===== src/stl_pkg.sv =====
`default_nettype none

package stl_pkg;

   // Default widths of position and offset counters
   localparam int DEF_POS_BITS    = 16;
   localparam int DEF_OFFSET_BITS = 24;

   // Entries in the queue between classifier and record emitter
   localparam int QUEUE_DEPTH = 4;

   // Token kinds
   localparam logic [4:0] KIND_LBRACE  = 5'd0;
   localparam logic [4:0] KIND_RBRACE  = 5'd1;
   localparam logic [4:0] KIND_LPAREN  = 5'd2;
   localparam logic [4:0] KIND_RPAREN  = 5'd3;
   localparam logic [4:0] KIND_SEMI    = 5'd4;
   localparam logic [4:0] KIND_PLUS    = 5'd5;
   localparam logic [4:0] KIND_MINUS   = 5'd6;
   localparam logic [4:0] KIND_STAR    = 5'd7;
   localparam logic [4:0] KIND_SLASH   = 5'd8;
   localparam logic [4:0] KIND_PERCENT = 5'd9;
   localparam logic [4:0] KIND_AND     = 5'd10;
   localparam logic [4:0] KIND_OR      = 5'd11;
   localparam logic [4:0] KIND_GE      = 5'd12;
   localparam logic [4:0] KIND_GT      = 5'd13;
   localparam logic [4:0] KIND_LE      = 5'd14;
   localparam logic [4:0] KIND_LT      = 5'd15;
   localparam logic [4:0] KIND_EQ      = 5'd16;
   localparam logic [4:0] KIND_ASSIGN  = 5'd17;
   localparam logic [4:0] KIND_NE      = 5'd18;
   localparam logic [4:0] KIND_NOT     = 5'd19;
   localparam logic [4:0] KIND_NAME    = 5'd20;
   localparam logic [4:0] KIND_INT     = 5'd21;
   localparam logic [4:0] KIND_KW_READ = 5'd22;
   localparam logic [4:0] KIND_ERR     = 5'd27;
   localparam logic [4:0] KIND_NONE    = 5'd31;

   localparam int NUM_KEYWORDS = 5;

   // Keyword text, first byte in the low bits, zero padded
   localparam logic [39:0] KW_TEXT [NUM_KEYWORDS] = '{
      40'h00_64_61_65_72,   // read
      40'h74_6E_69_72_70,   // print
      40'h00_6C_6C_61_63,   // call
      40'h65_6C_69_68_77,   // while
      40'h00_00_00_66_69    // if
   };
   localparam logic [7:0] KW_LEN [NUM_KEYWORDS] = '{8'd4, 8'd5, 8'd4, 8'd5, 8'd2};

   localparam logic [7:0] CHAR_AMP   = 8'h26;
   localparam logic [7:0] CHAR_BAR   = 8'h7C;
   localparam logic [7:0] CHAR_NL    = 8'h0A;
   localparam logic [7:0] CHAR_EQUAL = 8'h3D;

   localparam logic [7:0] LEN_MAX = 8'd255;

   typedef struct packed {
      logic full;
      logic empty;
   } stl_q_stat_type;

   function automatic int rec_width(input int pos_bits, input int offset_bits);
      return 13 + 4 * pos_bits + offset_bits;
   endfunction

   function automatic int ent_width(input int pos_bits, input int offset_bits);
      return 1 + 2 * rec_width(pos_bits, offset_bits);
   endfunction

   function automatic logic is_alpha(input logic [7:0] b);
      return b inside {[8'h61:8'h7A], [8'h41:8'h5A]};
   endfunction

   function automatic logic is_digit(input logic [7:0] b);
      return b inside {[8'h30:8'h39]};
   endfunction

   function automatic logic is_space(input logic [7:0] b);
      return b inside {8'h20, [8'h09:8'h0D]};
   endfunction

   function automatic logic [4:0] single_kind(input logic [7:0] b);
      logic [4:0] k;
      case (b)
         8'h7B:   k = KIND_LBRACE;
         8'h7D:   k = KIND_RBRACE;
         8'h28:   k = KIND_LPAREN;
         8'h29:   k = KIND_RPAREN;
         8'h3B:   k = KIND_SEMI;
         8'h2B:   k = KIND_PLUS;
         8'h2D:   k = KIND_MINUS;
         8'h2A:   k = KIND_STAR;
         8'h2F:   k = KIND_SLASH;
         8'h25:   k = KIND_PERCENT;
         default: k = KIND_NONE;
      endcase
      return k;
   endfunction

   function automatic logic [4:0] cmp_kind(input logic [7:0] b);
      logic [4:0] k;
      case (b)
         8'h3E:   k = KIND_GT;
         8'h3C:   k = KIND_LT;
         8'h3D:   k = KIND_ASSIGN;
         8'h21:   k = KIND_NOT;
         default: k = KIND_NONE;
      endcase
      return k;
   endfunction

   // Name or keyword: length and padded prefix must both match
   function automatic logic [4:0] word_kind(input logic [7:0] len, input logic [39:0] pfx);
      logic [4:0] k;
      k = KIND_NAME;
      for (int i = 0; i < NUM_KEYWORDS; i++) begin
         if (len == KW_LEN[i] && pfx == KW_TEXT[i]) begin
            k = KIND_KW_READ + 5'(i);
         end
      end
      return k;
   endfunction

endpackage

`default_nettype wire


===== src/stl_channels.sv =====
`default_nettype none

interface stl_req_if;
   logic       valid;
   logic       ready;
   logic [7:0] char_byte;
   logic       end_of_text;

   modport source (output valid, output char_byte, output end_of_text, input ready);
   modport sink   (input valid, input char_byte, input end_of_text, output ready);
endinterface

interface stl_rsp_if #(
   parameter int POS_BITS    = stl_pkg::DEF_POS_BITS,
   parameter int OFFSET_BITS = stl_pkg::DEF_OFFSET_BITS
);
   logic                   valid;
   logic                   ready;
   logic [4:0]             token_kind;
   logic [POS_BITS-1:0]    start_row;
   logic [POS_BITS-1:0]    start_col;
   logic [POS_BITS-1:0]    end_row;
   logic [POS_BITS-1:0]    end_col;
   logic [OFFSET_BITS-1:0] start_offset;
   logic [7:0]             text_length;
   logic                   run_last;

   modport source (output valid, output token_kind, output start_row, output start_col,
                   output end_row, output end_col, output start_offset,
                   output text_length, output run_last, input ready);
   modport sink   (input valid, input token_kind, input start_row, input start_col,
                   input end_row, input end_col, input start_offset,
                   input text_length, input run_last, output ready);
endinterface

`default_nettype wire


===== src/stl_front.sv =====
`default_nettype none

module stl_front #(
   parameter int POS_BITS    = stl_pkg::DEF_POS_BITS,
   parameter int OFFSET_BITS = stl_pkg::DEF_OFFSET_BITS
) (
   input  logic                   clock,
   input  logic                   reset,
   input  logic                   in_valid,
   output logic                   in_ready,
   input  logic [7:0]             char_byte,
   input  logic                   end_of_text,
   input  stl_pkg::stl_q_stat_type q_stat,
   output logic                   push,
   output logic [stl_pkg::ent_width(POS_BITS, OFFSET_BITS)-1:0] push_entry
);
   import stl_pkg::*;

   typedef struct packed {
      logic [4:0]             kind;
      logic [POS_BITS-1:0]    start_row;
      logic [POS_BITS-1:0]    start_col;
      logic [POS_BITS-1:0]    end_row;
      logic [POS_BITS-1:0]    end_col;
      logic [OFFSET_BITS-1:0] start_offset;
      logic [7:0]             text_length;
   } rec_type;

   logic [POS_BITS-1:0]    cur_row_ff, cur_row_in, cur_col_ff, cur_col_in;
   logic [OFFSET_BITS-1:0] cur_off_ff, cur_off_in;
   logic [4:0]             pend_kind_ff, pend_kind_in;
   logic [POS_BITS-1:0]    pend_row_ff, pend_row_in, pend_col_ff, pend_col_in;
   logic [OFFSET_BITS-1:0] pend_off_ff, pend_off_in;
   logic [7:0]             pend_len_ff, pend_len_in;
   logic [39:0]            prefix_ff, prefix_in;

   logic [POS_BITS-1:0]    row_nx, col_nx;
   logic [OFFSET_BITS-1:0] off_nx;
   rec_type                rec_a, rec_b, rec_c, slot0, slot1;
   logic                   a_vld, b_vld, c_vld, taken, accept;

   function automatic rec_type flush_rec(
      input logic [4:0]             kind,
      input logic [POS_BITS-1:0]    prow,
      input logic [POS_BITS-1:0]    pcol,
      input logic [OFFSET_BITS-1:0] poff,
      input logic [7:0]             plen,
      input logic [39:0]            pfx,
      input logic [POS_BITS-1:0]    er,
      input logic [POS_BITS-1:0]    ec
   );
      rec_type rec;
      rec = '{kind, prow, pcol, prow, pcol, poff, 8'd1};
      if (kind == KIND_NAME) begin
         rec = '{word_kind(plen, pfx), prow, pcol, er, ec, poff, plen};
      end else if (kind == KIND_INT) begin
         rec = '{KIND_INT, prow, pcol, er, ec, poff, plen};
      end else if (kind == KIND_AND || kind == KIND_OR) begin
         // cut-off pair
         rec.kind = KIND_ERR;
      end
      return rec;
   endfunction

   assign in_ready = !q_stat.full;
   assign accept   = in_valid && in_ready;

   always_comb begin
      rec_a        = '0;
      rec_b        = '0;
      rec_c        = '0;
      a_vld        = 1'b0;
      b_vld        = 1'b0;
      c_vld        = 1'b0;
      taken        = 1'b0;
      pend_kind_in = pend_kind_ff;
      pend_row_in  = pend_row_ff;
      pend_col_in  = pend_col_ff;
      pend_off_in  = pend_off_ff;
      pend_len_in  = pend_len_ff;
      prefix_in    = prefix_ff;

      // Settle the pending token against this byte
      case (pend_kind_ff)
         KIND_AND, KIND_OR: begin
            rec_a = '{pend_kind_ff, pend_row_ff, pend_col_ff, cur_row_ff, cur_col_ff,
                      pend_off_ff, 8'd2};
            a_vld = 1'b1;
            taken = 1'b1;
            pend_kind_in = KIND_NONE;
         end
         KIND_GT, KIND_LT, KIND_ASSIGN, KIND_NOT: begin
            if (char_byte == CHAR_EQUAL) begin
               rec_a = '{pend_kind_ff - 5'd1, pend_row_ff, pend_col_ff, cur_row_ff,
                         cur_col_ff, pend_off_ff, 8'd2};
               taken = 1'b1;
            end else begin
               rec_a = flush_rec(pend_kind_ff, pend_row_ff, pend_col_ff, pend_off_ff,
                                 pend_len_ff, prefix_ff, cur_row_ff, cur_col_ff);
            end
            a_vld = 1'b1;
            pend_kind_in = KIND_NONE;
         end
         KIND_NAME, KIND_INT: begin
            if (is_digit(char_byte) || (pend_kind_ff == KIND_NAME && is_alpha(char_byte)))
            begin
               taken = 1'b1;
               for (int i = 0; i < 5; i++) begin
                  if (pend_len_ff == 8'(i)) begin
                     prefix_in[8*i +: 8] = char_byte;
                  end
               end
               if (pend_len_ff != LEN_MAX) begin
                  pend_len_in = pend_len_ff + 8'd1;
               end
            end else begin
               rec_a = flush_rec(pend_kind_ff, pend_row_ff, pend_col_ff, pend_off_ff,
                                 pend_len_ff, prefix_ff, cur_row_ff, cur_col_ff);
               a_vld = 1'b1;
               pend_kind_in = KIND_NONE;
            end
         end
         default: begin
         end
      endcase

      // Classify the byte when it did not extend the pending token
      if (!taken && !is_space(char_byte)) begin
         if (single_kind(char_byte) != KIND_NONE) begin
            rec_b = '{single_kind(char_byte), cur_row_ff, cur_col_ff, cur_row_ff,
                      cur_col_ff, cur_off_ff, 8'd1};
            b_vld = 1'b1;
         end else if (char_byte == CHAR_AMP || char_byte == CHAR_BAR ||
                      cmp_kind(char_byte) != KIND_NONE || is_alpha(char_byte) ||
                      is_digit(char_byte)) begin
            pend_row_in = cur_row_ff;
            pend_col_in = cur_col_ff;
            pend_off_in = cur_off_ff;
            pend_len_in = 8'd0;
            prefix_in   = '0;
            if (char_byte == CHAR_AMP) begin
               pend_kind_in = KIND_AND;
            end else if (char_byte == CHAR_BAR) begin
               pend_kind_in = KIND_OR;
            end else if (cmp_kind(char_byte) != KIND_NONE) begin
               pend_kind_in = cmp_kind(char_byte);
            end else begin
               pend_kind_in = is_alpha(char_byte) ? KIND_NAME : KIND_INT;
               pend_len_in  = 8'd1;
               prefix_in    = {32'd0, char_byte};
            end
         end else begin
            rec_b = '{KIND_ERR, cur_row_ff, cur_col_ff, cur_row_ff, cur_col_ff,
                      cur_off_ff, 8'd1};
            b_vld = 1'b1;
         end
      end

      off_nx = cur_off_ff + 1'b1;
      if (char_byte == CHAR_NL) begin
         row_nx = cur_row_ff + 1'b1;
         col_nx = '0;
      end else begin
         row_nx = cur_row_ff;
         col_nx = cur_col_ff + 1'b1;
      end

      // End of text: flush and restart the counters
      cur_row_in = row_nx;
      cur_col_in = col_nx;
      cur_off_in = off_nx;
      if (end_of_text) begin
         c_vld = pend_kind_in != KIND_NONE;
         rec_c = flush_rec(pend_kind_in, pend_row_in, pend_col_in, pend_off_in,
                           pend_len_in, prefix_in, row_nx, col_nx);
         pend_kind_in = KIND_NONE;
         cur_row_in   = '0;
         cur_col_in   = '0;
         cur_off_in   = '0;
      end
   end

   // Pack up to two records, in order, into one queue entry
   always_comb begin
      if (a_vld) begin
         slot0 = rec_a;
      end else if (b_vld) begin
         slot0 = rec_b;
      end else begin
         slot0 = rec_c;
      end
      slot1 = (a_vld && b_vld) ? rec_b : rec_c;
   end

   assign push       = accept && (a_vld || b_vld || c_vld);
   assign push_entry = {(a_vld && b_vld) || ((a_vld || b_vld) && c_vld), slot1, slot0};

   always_ff @(posedge clock) begin
      if (reset) begin
         cur_row_ff   <= '0;
         cur_col_ff   <= '0;
         cur_off_ff   <= '0;
         pend_kind_ff <= KIND_NONE;
      end else if (accept) begin
         cur_row_ff   <= cur_row_in;
         cur_col_ff   <= cur_col_in;
         cur_off_ff   <= cur_off_in;
         pend_kind_ff <= pend_kind_in;
      end
   end

   always_ff @(posedge clock) begin
      if (accept) begin
         pend_row_ff <= pend_row_in;
         pend_col_ff <= pend_col_in;
         pend_off_ff <= pend_off_in;
         pend_len_ff <= pend_len_in;
         prefix_ff   <= prefix_in;
      end
   end

endmodule

`default_nettype wire


===== src/stl_queue.sv =====
`default_nettype none

module stl_queue #(
   parameter int WIDTH = stl_pkg::ent_width(stl_pkg::DEF_POS_BITS, stl_pkg::DEF_OFFSET_BITS)
) (
   input  logic                   clock,
   input  logic                   reset,
   input  logic                   push,
   input  logic [WIDTH-1:0]       push_entry,
   input  logic                   pop,
   output logic [WIDTH-1:0]       head_entry,
   output stl_pkg::stl_q_stat_type q_stat
);
   import stl_pkg::*;

   localparam int PTR_W = $clog2(QUEUE_DEPTH);
   localparam int CNT_W = $clog2(QUEUE_DEPTH + 1);

   logic [WIDTH-1:0] slot_ff [QUEUE_DEPTH];
   logic [PTR_W-1:0] wr_ptr_ff, wr_ptr_in, rd_ptr_ff, rd_ptr_in;
   logic [CNT_W-1:0] count_ff, count_in;

   assign q_stat.full  = count_ff == CNT_W'(QUEUE_DEPTH);
   assign q_stat.empty = count_ff == '0;
   assign head_entry   = slot_ff[rd_ptr_ff];

   always_comb begin
      wr_ptr_in = push ? wr_ptr_ff + 1'b1 : wr_ptr_ff;
      rd_ptr_in = pop ? rd_ptr_ff + 1'b1 : rd_ptr_ff;
      count_in  = count_ff + CNT_W'(push) - CNT_W'(pop);
   end

   always_ff @(posedge clock) begin
      if (reset) begin
         wr_ptr_ff <= '0;
         rd_ptr_ff <= '0;
         count_ff  <= '0;
      end else begin
         wr_ptr_ff <= wr_ptr_in;
         rd_ptr_ff <= rd_ptr_in;
         count_ff  <= count_in;
      end
   end

   always_ff @(posedge clock) begin
      if (push) begin
         slot_ff[wr_ptr_ff] <= push_entry;
      end
   end

endmodule

`default_nettype wire


===== src/stl_back.sv =====
`default_nettype none

module stl_back #(
   parameter int POS_BITS    = stl_pkg::DEF_POS_BITS,
   parameter int OFFSET_BITS = stl_pkg::DEF_OFFSET_BITS
) (
   input  logic                   clock,
   input  logic                   reset,
   input  stl_pkg::stl_q_stat_type q_stat,
   input  logic [stl_pkg::ent_width(POS_BITS, OFFSET_BITS)-1:0] head_entry,
   output logic                   pop,
   output logic                   rsp_valid,
   input  logic                   rsp_ready,
   output logic [4:0]             rsp_token_kind,
   output logic [POS_BITS-1:0]    rsp_start_row,
   output logic [POS_BITS-1:0]    rsp_start_col,
   output logic [POS_BITS-1:0]    rsp_end_row,
   output logic [POS_BITS-1:0]    rsp_end_col,
   output logic [OFFSET_BITS-1:0] rsp_start_offset,
   output logic [7:0]             rsp_text_length,
   output logic                   rsp_run_last
);
   import stl_pkg::*;

   localparam int REC_W = rec_width(POS_BITS, OFFSET_BITS);

   typedef struct packed {
      logic [4:0]             kind;
      logic [POS_BITS-1:0]    start_row;
      logic [POS_BITS-1:0]    start_col;
      logic [POS_BITS-1:0]    end_row;
      logic [POS_BITS-1:0]    end_col;
      logic [OFFSET_BITS-1:0] start_offset;
      logic [7:0]             text_length;
   } rec_type;

   logic    out_vld_ff, out_vld_in, sel_ff, sel_in, last_ff, last_in;
   rec_type out_rec_ff, out_rec_in;
   logic    load, two;

   assign two  = head_entry[2*REC_W];
   assign load = !out_vld_ff || rsp_ready;
   assign pop  = load && !q_stat.empty && (sel_ff || !two);

   // Step through the one or two records of the head entry
   always_comb begin
      out_vld_in = out_vld_ff;
      out_rec_in = out_rec_ff;
      last_in    = last_ff;
      sel_in     = sel_ff;
      if (load) begin
         out_vld_in = !q_stat.empty;
         out_rec_in = sel_ff ? rec_type'(head_entry[REC_W +: REC_W])
                             : rec_type'(head_entry[0 +: REC_W]);
         last_in    = sel_ff || !two;
         sel_in     = !q_stat.empty && !sel_ff && two;
      end
   end

   always_ff @(posedge clock) begin
      if (reset) begin
         out_vld_ff <= 1'b0;
         sel_ff     <= 1'b0;
      end else begin
         out_vld_ff <= out_vld_in;
         sel_ff     <= sel_in;
      end
   end

   always_ff @(posedge clock) begin
      out_rec_ff <= out_rec_in;
      last_ff    <= last_in;
   end

   assign rsp_valid        = out_vld_ff;
   assign rsp_token_kind   = out_rec_ff.kind;
   assign rsp_start_row    = out_rec_ff.start_row;
   assign rsp_start_col    = out_rec_ff.start_col;
   assign rsp_end_row      = out_rec_ff.end_row;
   assign rsp_end_col      = out_rec_ff.end_col;
   assign rsp_start_offset = out_rec_ff.start_offset;
   assign rsp_text_length  = out_rec_ff.text_length;
   assign rsp_run_last     = last_ff;

endmodule

`default_nettype wire


===== src/source_text_lexer_core.sv =====
// Streaming lexer: one source byte per cycle on req_ch, token records on rsp_ch.
// The classifier takes a byte in every cycle while its four-entry queue has room;
// each byte turns into zero, one or two records, which the emitter hands out one
// per cycle from its output register while rsp_ch is ready. The first record of
// a byte is written to the queue and then to the output register. Tokens whose end
// needs lookahead (names, integers, comparison pairs) come out with the following byte
// or at end_of_text, which flushes the pending token and returns row, column and
// offset to zero for the next text.
`default_nettype none

module source_text_lexer_core #(
   parameter int POS_BITS    = stl_pkg::DEF_POS_BITS,
   parameter int OFFSET_BITS = stl_pkg::DEF_OFFSET_BITS
) (
   input logic       clock,
   input logic       reset,
   stl_req_if.sink   req_ch,
   stl_rsp_if.source rsp_ch
);
   import stl_pkg::*;

   localparam int ENT_W = ent_width(POS_BITS, OFFSET_BITS);

   stl_q_stat_type   q_stat;
   logic             push, pop;
   logic [ENT_W-1:0] push_entry, head_entry;

   stl_front #(.POS_BITS(POS_BITS), .OFFSET_BITS(OFFSET_BITS)) u_front (
      .clock       (clock),
      .reset       (reset),
      .in_valid    (req_ch.valid),
      .in_ready    (req_ch.ready),
      .char_byte   (req_ch.char_byte),
      .end_of_text (req_ch.end_of_text),
      .q_stat      (q_stat),
      .push        (push),
      .push_entry  (push_entry)
   );

   stl_queue #(.WIDTH(ENT_W)) u_queue (
      .clock      (clock),
      .reset      (reset),
      .push       (push),
      .push_entry (push_entry),
      .pop        (pop),
      .head_entry (head_entry),
      .q_stat     (q_stat)
   );

   stl_back #(.POS_BITS(POS_BITS), .OFFSET_BITS(OFFSET_BITS)) u_back (
      .clock            (clock),
      .reset            (reset),
      .q_stat           (q_stat),
      .head_entry       (head_entry),
      .pop              (pop),
      .rsp_valid        (rsp_ch.valid),
      .rsp_ready        (rsp_ch.ready),
      .rsp_token_kind   (rsp_ch.token_kind),
      .rsp_start_row    (rsp_ch.start_row),
      .rsp_start_col    (rsp_ch.start_col),
      .rsp_end_row      (rsp_ch.end_row),
      .rsp_end_col      (rsp_ch.end_col),
      .rsp_start_offset (rsp_ch.start_offset),
      .rsp_text_length  (rsp_ch.text_length),
      .rsp_run_last     (rsp_ch.run_last)
   );

endmodule

`default_nettype wire


===== src/flat_wrapper.sv =====
// flat-port wrapper written by rule: the top's interface ports become plain ports
module source_text_lexer_core_flat import stl_pkg::*;
#(
   parameter int POS_BITS    = stl_pkg::DEF_POS_BITS,
   parameter int OFFSET_BITS = stl_pkg::DEF_OFFSET_BITS
)
  (clock, reset, req_ch_valid, req_ch_char_byte, req_ch_end_of_text, req_ch_ready, rsp_ch_valid, rsp_ch_token_kind, rsp_ch_start_row, rsp_ch_start_col, rsp_ch_end_row, rsp_ch_end_col, rsp_ch_start_offset, rsp_ch_text_length, rsp_ch_run_last, rsp_ch_ready);
  stl_req_if req_ch_i ();
  stl_rsp_if #(.POS_BITS(POS_BITS), .OFFSET_BITS(OFFSET_BITS)) rsp_ch_i ();
  input logic clock;
  input logic reset;
  input wire logic [$bits(req_ch_i.valid)-1:0] req_ch_valid;
  input wire logic [$bits(req_ch_i.char_byte)-1:0] req_ch_char_byte;
  input wire logic [$bits(req_ch_i.end_of_text)-1:0] req_ch_end_of_text;
  output wire logic [$bits(req_ch_i.ready)-1:0] req_ch_ready;
  output wire logic [$bits(rsp_ch_i.valid)-1:0] rsp_ch_valid;
  output wire logic [$bits(rsp_ch_i.token_kind)-1:0] rsp_ch_token_kind;
  output wire logic [$bits(rsp_ch_i.start_row)-1:0] rsp_ch_start_row;
  output wire logic [$bits(rsp_ch_i.start_col)-1:0] rsp_ch_start_col;
  output wire logic [$bits(rsp_ch_i.end_row)-1:0] rsp_ch_end_row;
  output wire logic [$bits(rsp_ch_i.end_col)-1:0] rsp_ch_end_col;
  output wire logic [$bits(rsp_ch_i.start_offset)-1:0] rsp_ch_start_offset;
  output wire logic [$bits(rsp_ch_i.text_length)-1:0] rsp_ch_text_length;
  output wire logic [$bits(rsp_ch_i.run_last)-1:0] rsp_ch_run_last;
  input wire logic [$bits(rsp_ch_i.ready)-1:0] rsp_ch_ready;
  assign req_ch_i.valid = req_ch_valid;
  assign req_ch_i.char_byte = req_ch_char_byte;
  assign req_ch_i.end_of_text = req_ch_end_of_text;
  assign req_ch_ready = req_ch_i.ready;
  assign rsp_ch_valid = rsp_ch_i.valid;
  assign rsp_ch_token_kind = rsp_ch_i.token_kind;
  assign rsp_ch_start_row = rsp_ch_i.start_row;
  assign rsp_ch_start_col = rsp_ch_i.start_col;
  assign rsp_ch_end_row = rsp_ch_i.end_row;
  assign rsp_ch_end_col = rsp_ch_i.end_col;
  assign rsp_ch_start_offset = rsp_ch_i.start_offset;
  assign rsp_ch_text_length = rsp_ch_i.text_length;
  assign rsp_ch_run_last = rsp_ch_i.run_last;
  assign rsp_ch_i.ready = rsp_ch_ready;
  source_text_lexer_core #(.POS_BITS(POS_BITS), .OFFSET_BITS(OFFSET_BITS)) u_core (.clock(clock), .reset(reset), .req_ch(req_ch_i), .rsp_ch(rsp_ch_i));
endmodule

===== config.mk =====
export PLATFORM = sky130hd
export DESIGN_NAME = source_text_lexer_core_flat
export DESIGN_NICKNAME = d
export VERILOG_FILES = /design/src/stl_pkg.sv /design/src/stl_channels.sv /design/src/stl_front.sv /design/src/stl_queue.sv /design/src/stl_back.sv /design/src/source_text_lexer_core.sv /design/src/flat_wrapper.sv
export SDC_FILE = /design/constraint.sdc
export NUM_CORES = 1
export LEC_CHECK = 0
export BUFFER_PORTS_ARGS = -buffer_cell sky130_fd_sc_hd__buf_2
export CAP_MARGIN = 20
export CORE_MARGIN = 4
export CORE_UTILIZATION = 25
export DETAILED_ROUTE_END_ITERATION = 10
export PLACE_DENSITY_LB_ADDON = 0.25
export SLEW_MARGIN = 20
export SYNTH_ARGS = -nofsm -noshare
export SYNTH_HDL_FRONTEND = slang
export SYNTH_HIERARCHICAL = 1
export SYNTH_SLANG_ARGS = --single-unit

===== constraint.sdc =====
create_clock -name clock -period 10.3 [get_ports clock]
set_input_delay 0 -clock clock [delete_from_list [all_inputs] [get_ports clock]]
set_output_delay 0 -clock clock [all_outputs]
set_load 0.01 [all_outputs]

# [Word-level counts from Yosys, hierarchy flattened]
# Memory sizes are Yosys's and may differ from the RTL's. A register that Yosys moved wholly into a read port is not among the register bits.
# Index checks and enable logic that the tools add are counted.
[word_totals] reg_bits=276 mem_bits_rw=812 in_bits=13 out_inout_bits=104 wordCells=243 memories=1
[op_classes] add_sub_neg=9 order_cmp=8 n_eq_ne=54 muxes=98 reduce_logical=51
[mem_list] name="u_core.u_queue.slot_ff" depth=4 word_bits=203 rd=1 rd_ports_with_merged_regs=1 write_ports=1 line_no="stl_queue.sv:19" text="logic [WIDTH-1:0] slot_ff [QUEUE_DEPTH];"
[op_table] op="$mux W101" count=12
[op_table] op="$pmux W101 S3" count=1
[op_table] op="$mux W40" count=5
[op_table] op="$eq A40 B31 Y1 const B" count=4
[op_table] op="$eq A40 B39 Y1 const B" count=4
[op_table] op="$mux W16" count=10
[op_table] op="$mux W5" count=28
[op_table] op="$mux W64" count=2
[op_table] op="$eq A8 B6 Y1 const B" count=14
[op_table] op="$mux W8" count=14
[op_table] op="$mux W24" count=4
[op_table] op="$eq A40 B15 Y1 const B" count=2
[op_table] op="$pmux W5 S10" count=1
[op_table] op="$add A16 B1 Y16 const B" count=2
[op_table] op="$eq A8 B3 Y1 const B" count=4
[op_table] op="$eq A5 B4 Y1 const B" count=6
[op_table] op="$eq A5 B5 Y1 const B" count=6
[op_table] op="$add A24 B1 Y24 const B" count=1
[op_table] op="$eq A8 B2 Y1 const B" count=3
[op_table] op="$eq A8 B7 Y1 const B" count=3
[op_table] op="$logic_and A1 B1 Y1" count=24
[op_table] op="$ne A5 B5 Y1 const B" count=4
[op_table] op="$pmux W5 S4" count=1
[op_table] op="$ge A8 B7 Y1 const B" count=2
[op_table] op="27 further kinds" count=63

# [Longest topological paths before layout]
[depth] word_depth=38 depth_mapped=18 ltp_nobuf=16

# [Cells and area by module]
# Netlist, hierarchy kept.
[modules_own_cells] module="stl_queue" instances=1 cells_each=1103 area_per_inst_um2=29746.0 seq_area_each_um2=24563.6
[modules_own_cells] module="stl_front" instances=1 cells_each=1627 area_per_inst_um2=12864.8 seq_area_each_um2=4344.2
[modules_own_cells] module="stl_back" instances=1 cells_each=223 area_per_inst_um2=4408.0 seq_area_each_um2=3103.0

# [Worst setup path before layout]
# Ideal clock, no wire load.
[synth_timing] kind="reg2reg" from="register u_core.u_front.pend_kind_ff[1]" to="memory u_core/u_queue/slot_ff[0][0] (netlist bit), enable pin" setup_time_ns=0.588 arrival_ns=7.413 required_ns=9.712 path_slack_ns=2.299 path_stages_with_launch=13 path_buffers=2 period_less_slack_ns=8.001 cell_sequence="dfxtp_1 -> ha_1 -> nor2_1 -> nor4b_2 -> a21oi_2 -> nand3_2 -> buf_4 -> nor2_2 -> buf_6 -> o31ai_1 -> o41ai_1 -> a21oi_1 -> and2_1"
[synth_between] elab_chain_len=14 word_cells_on_any_way=33 cone_classes="eq/ne: 9; mux: 13; reduce/logical: 11"
[synth_rtl] item="start, declared" line_no="stl_front.sv:31" text="logic [4:0] pend_kind_ff, pend_kind_in;"
[synth_rtl] item="start signal, assigned" line_no="stl_front.sv:208" text="pend_kind_ff <= pend_kind_in;"
[synth_rtl] item="$eq A5 B5 Y1" line_no="stl_front.sv:84, stl_front.sv:105"
[synth_rtl] item="$logic_and A1 B1 Y1" line_no="stl_front.sv:105" text="if (is_digit(char_byte) || (pend_kind_ff == KIND_NAME && is_alpha(char_byte)))"
[synth_rtl] item="$logic_or A1 B1 Y1" line_no="stl_front.sv:105"
[synth_rtl] item="$mux W5 or $mux W1 (tied branches)" line_no="stl_front.sv:105"
[synth_rtl] item="$pmux W5 S2 or $pmux W1 S3 (tied branches)" line_no="stl_front.sv:84" text="case (pend_kind_ff)"
[synth_rtl] item="$mux W5 or $logic_not A1 Y1 (tied branches)" line_no="stl_front.sv:133, stl_front.sv:128"
[synth_rtl] item="$mux W5 or $logic_and A1 B1 Y1 (tied branches)" line_no="stl_front.sv:129, stl_front.sv:128"
[synth_rtl] item="$mux W5" line_no="stl_front.sv:128" text="if (!taken && !is_space(char_byte)) begin"
[synth_rtl] item="$ne A5 B5 Y1" line_no="stl_front.sv:173" text="c_vld = pend_kind_in != KIND_NONE;"
[synth_rtl] item="$mux W1" line_no="stl_front.sv:172" text="if (end_of_text) begin"
[synth_rtl] item="$logic_or A1 B1 Y1 (*)" line_no="stl_front.sv:195" text="assign push = accept && (a_vld || b_vld || c_vld);"
[synth_rtl] item="$logic_and A1 B1 Y1 (*)" line_no="stl_front.sv:195"
[synth_rtl] item="net u_core.push" line_no="source_text_lexer_core.sv:25" text="logic push, pop;"
[synth_rtl] item="$mux W1 (*)" line_no="stl_queue.sv:46" text="if (push) begin"
[synth_rtl] item="$mux W1 (not written as such) (*)" line_no="stl_queue.sv:47" text="slot_ff[wr_ptr_ff] <= push_entry;"
[synth_rtl] item="end, declared" line_no="stl_queue.sv:19"
# The timed path passes the listed nets; every way through them passes the cells marked *.

# [Worst setup path in the final report]
[layout_timing] from="register u_core.u_front.pend_kind_ff[1]" to="memory u_core/u_queue/slot_ff[0][73] (netlist bit), enable pin"
# The elaborated chain is that of the path after synthesis.

==> results.yml <==
outcome:
  status: "complete, no violations"
pwr:
  internal-power_mw: 9.46
  seqPwrFrac: 0.456
  power.switching_mw: 3.95
  p_per_area_mw_per_mm2: 249
  clockPowerShare: 0.308
  vdd_drop_max_v: 0.000204
  switching_share: 0.294
  p_leak_nw: 17.5
  pwr-share-comb: 0.236
layout:
  register_area_mm2: 0.0320
  layout_common_cells: "1,018 x edfxtp_1, 239 x nand2_1, 203 x mux4_2"
  final_nets: 3063
  nFillCells: 18600
  mostFrequentLayoutCell: "edfxtp_1"
  area_delta_synth_final_pct: 14.7
  multiInputGateArea_mm2: 0.0137
  drive_above_1_share: 0.220
cts:
  cts_root_buffer: "clkbuf_16"
  max-clock-path-buffers: 3
  cts_resized: 0
  clk_pin_slew_ns: 0.06
  htree_levels: 3
  cts_buffers: 118
  holdBufCountCts: 13
  clk_latency_ns: 0.74
  cts_tree: "yes"
  postCtsSetupBuffers: 0
  cts_sinks: 1090
floorplanning:
  dieArea_mm2: 0.195
  io_pins: 117
  coreArea_mm2: 0.186
  row_count: 158
  die_h_um: 442
  die_x_um: 442
  initial_core_util: 0.252
critical_path:
  path_max_fanout: 119
  timing.rr.end: "u_core/u_queue/slot_ff[0][73]"
  r2r_setup_slack_ns: 3.82
  r2r-start: "u_core/u_front/pend_kind_ff[1]"
  crit_path_start_kind: "register"
  worstPathRequired_ns: 10.63
  critPathKind: "register to register"
  end_kind: "register"
  cp_data_arrival_time_ns: 6.82
  worst-r2r-cell-count: 12
detailed_routing:
  antenna_left: 0
  drt_iter0_drc: 1835
  drc: 0
  first_pass_iters: 5
  wire_per_inst_um: 22.6
  viasPerCell: 4.68
  wl_um: 127000
  via_count: 26300
yosys:
  synthCells: 2953
  ys.warnings.count: 6
  syn_nets: 2985
  yosys.area.top_type_share: 0.650
  synth_area_leaders: "edfxtp_1 65%, mux4_2 9.7%, dfxtp_1 3.1%"
  synthArstFlopShare: 0
  yosys.area.top_type: "edfxtp_1"
  synth_edf_count: 1018
  ys_types: 95
  synth_seq_cells: 1090
  synth_ff_type: "edfxtp_1"
  syn-cell-area_mm2: 0.0470
  avgSynthCellArea_um2: 15.9
  ys_seq_area_frac: 0.681
timing:
  finalSetupViolations: 0
  worst_pin_slew_ns: 1.11
  rsz0062_at_grt: "false"
  slew_headroom: 0.260
  fmax_ghz: 0.154
  period_share: 0.629
  fin_tns_setup_ns: 0
  whs_ns: 0.122
  skew_ns: 0.0412
  period_minus_slack_ns: 6.48
  hold_viol: 0
  slew_violations: 0
placed_design:
  portBuffers: 116
  routabilityCongestion: 0.841
  hpwlAfterDp_um: 73000
grt:
  track_usage: 0.127
  overflow: 0
  grt_max_degree: 139
  grt_pass1_wl_um: 187000
  grt_pass1_vias: 27300
  grt_antenna_before_repair: 0
worst_hold_path:
  hold_path_depth: 4
  hold_start: "req_ch_end_of_text"
  hold_class: "input port to register"
  whs_endpoint: "u_core/u_queue/slot_ff[2][33]"
job:
  maxCapViolations: 0
routing by layer:
metal / part of all wire / GRT usage / wire length (um) / vias to the layer above
met3: 0.036 / 0.0166 / 4590 / 165
li1: - / - / - / 11800
met4: 0.021 / 0.0344 / 2670 / 0
met1: 0.42 / 0.159 / 53300 / 13700
met5: 0 / 0 / 0 / -
met2: 0.52 / 0.229 / 66400 / 552
worst max-delay path, stage by stage (launching register included):
cell	delay, ns
dfxtp_1	0.47
inv_1	0.13
ha_1	0.27
nor2_1	0.33
nor4b_4	0.10
a21oi_4	0.60
and3_1	0.55
nand2_8	0.54
a21oi_2	0.58
o41ai_1	0.25
a21oi_1	0.59
and2_4	0.79
buf_12	0.68
power groups by stage:
stage | Clock (mW) | Sequential [mW] | Combinational, mW
4_1_cts | 4.29 | 6.13 | 3.32
5_1_grt | 4.47 | 6.18 | 3.45
2_1_floorplan | 0 | 6.27 | 2.05
6_report | 4.13 | 6.11 | 3.16
3_5_place_dp | 0 | 6.21 | 3.30
3_3_place_gp | 0 | 6.21 | 3.31
logic make-up after synthesis:
logic type,count (synthesis),synth area share
fa+ha+maj,19,0.00522
simple gates,672,0.0710
xor+xnor,50,0.00961
compound gates,506,0.0734
flops,1090,0.681
buf+inv,265,0.0286
mux,351,0.131
worst max-delay path by stage:
stage	startpoint	to	slack, ns	cells after the start
final	u_core/u_front/pend_kind_ff[1]	u_core/u_queue/slot_ff[0][73]	3.82	12
after floorplan	u_core/u_front/pend_kind_ff[1]	u_core/u_queue/slot_ff[0][0]	2.30	12
after detailed placement	u_core/u_front/pend_kind_ff[1]	u_core/u_queue/slot_ff[0][72]	3.85	12
after global routing	u_core/u_front/pend_kind_ff[0]	u_core/u_queue/slot_ff[0][174]	3.25	13
after global placement	u_core/u_front/pend_kind_ff[1]	u_core/u_queue/slot_ff[0][156]	3.87	13
after CTS	u_core/u_front/pend_kind_ff[1]	u_core/u_queue/slot_ff[0][124]	3.81	12
flip-flops by register name (all words and copies together), names as in the netlist, 3 cells and up, named ones only:
name,count
u_core/u_queue/slot_ff,812
u_core/u_front/prefix_ff,40
u_core/u_back/rsp_start_offset,24
u_core/u_front/cur_off_ff,24
u_core/u_front/pend_off_ff,24
u_core/u_back/rsp_end_col,16
u_core/u_back/rsp_end_row,16
u_core/u_back/rsp_start_col,16
u_core/u_back/rsp_start_row,16
u_core/u_front/cur_col_ff,16
u_core/u_front/cur_row_ff,16
u_core/u_front/pend_col_ff,16
u_core/u_front/pend_row_ff,16
u_core/u_back/rsp_text_length,8
u_core/u_front/pend_len_ff,8
u_core/u_back/rsp_token_kind,5
u_core/u_front/pend_kind_ff,5
u_core/u_queue/count_ff,3
stage by stage:
stage	setup WS, ns	power (mW)	utilization	cell area [um^2]	cells
after CTS	3.81	13.7	0.290	53900	5615
after detailed placement	3.85	9.51	0.269	50000	5378
after global placement	3.87	9.51	0.269	50000	5378
final	3.82	13.4	0.290	53900	5616
after floorplan	2.30	8.32	-	47000	2953
after global routing	3.25	14.1	0.290	53900	5615
layout make-up:
cell class                 instances  area share
sequential                      1090       0.594
tap                             2480      0.0575
multi-input combinational       1598       0.254
clock inverter                    58      0.0108
clock buffer                     166      0.0592
inverter                          56     0.00408
antenna                            1   0.0000464
timing repair buffer             167      0.0201
synthesized netlist by cell type (all sizes together), types with 13 or more instances:
master and count:
o211ai 31, nor3b 13, xor2 20, mux2 102, and3 36, mux2i 46, clkbuf 108, a22oi 53
nand2b 13, dfxtp 72, ha 18, nor3 36, edfxtp 1018, xnor2 29, or3 16, inv 56
nand4 20, nor2 167, nand3 39, nor2b 13, o21ai 174, buf 101, a21oi 75, nor4 16
mux4 203, and2 14, a22o 93, nand2 240
No activity file was read; power rests on OpenSTA's default activity.
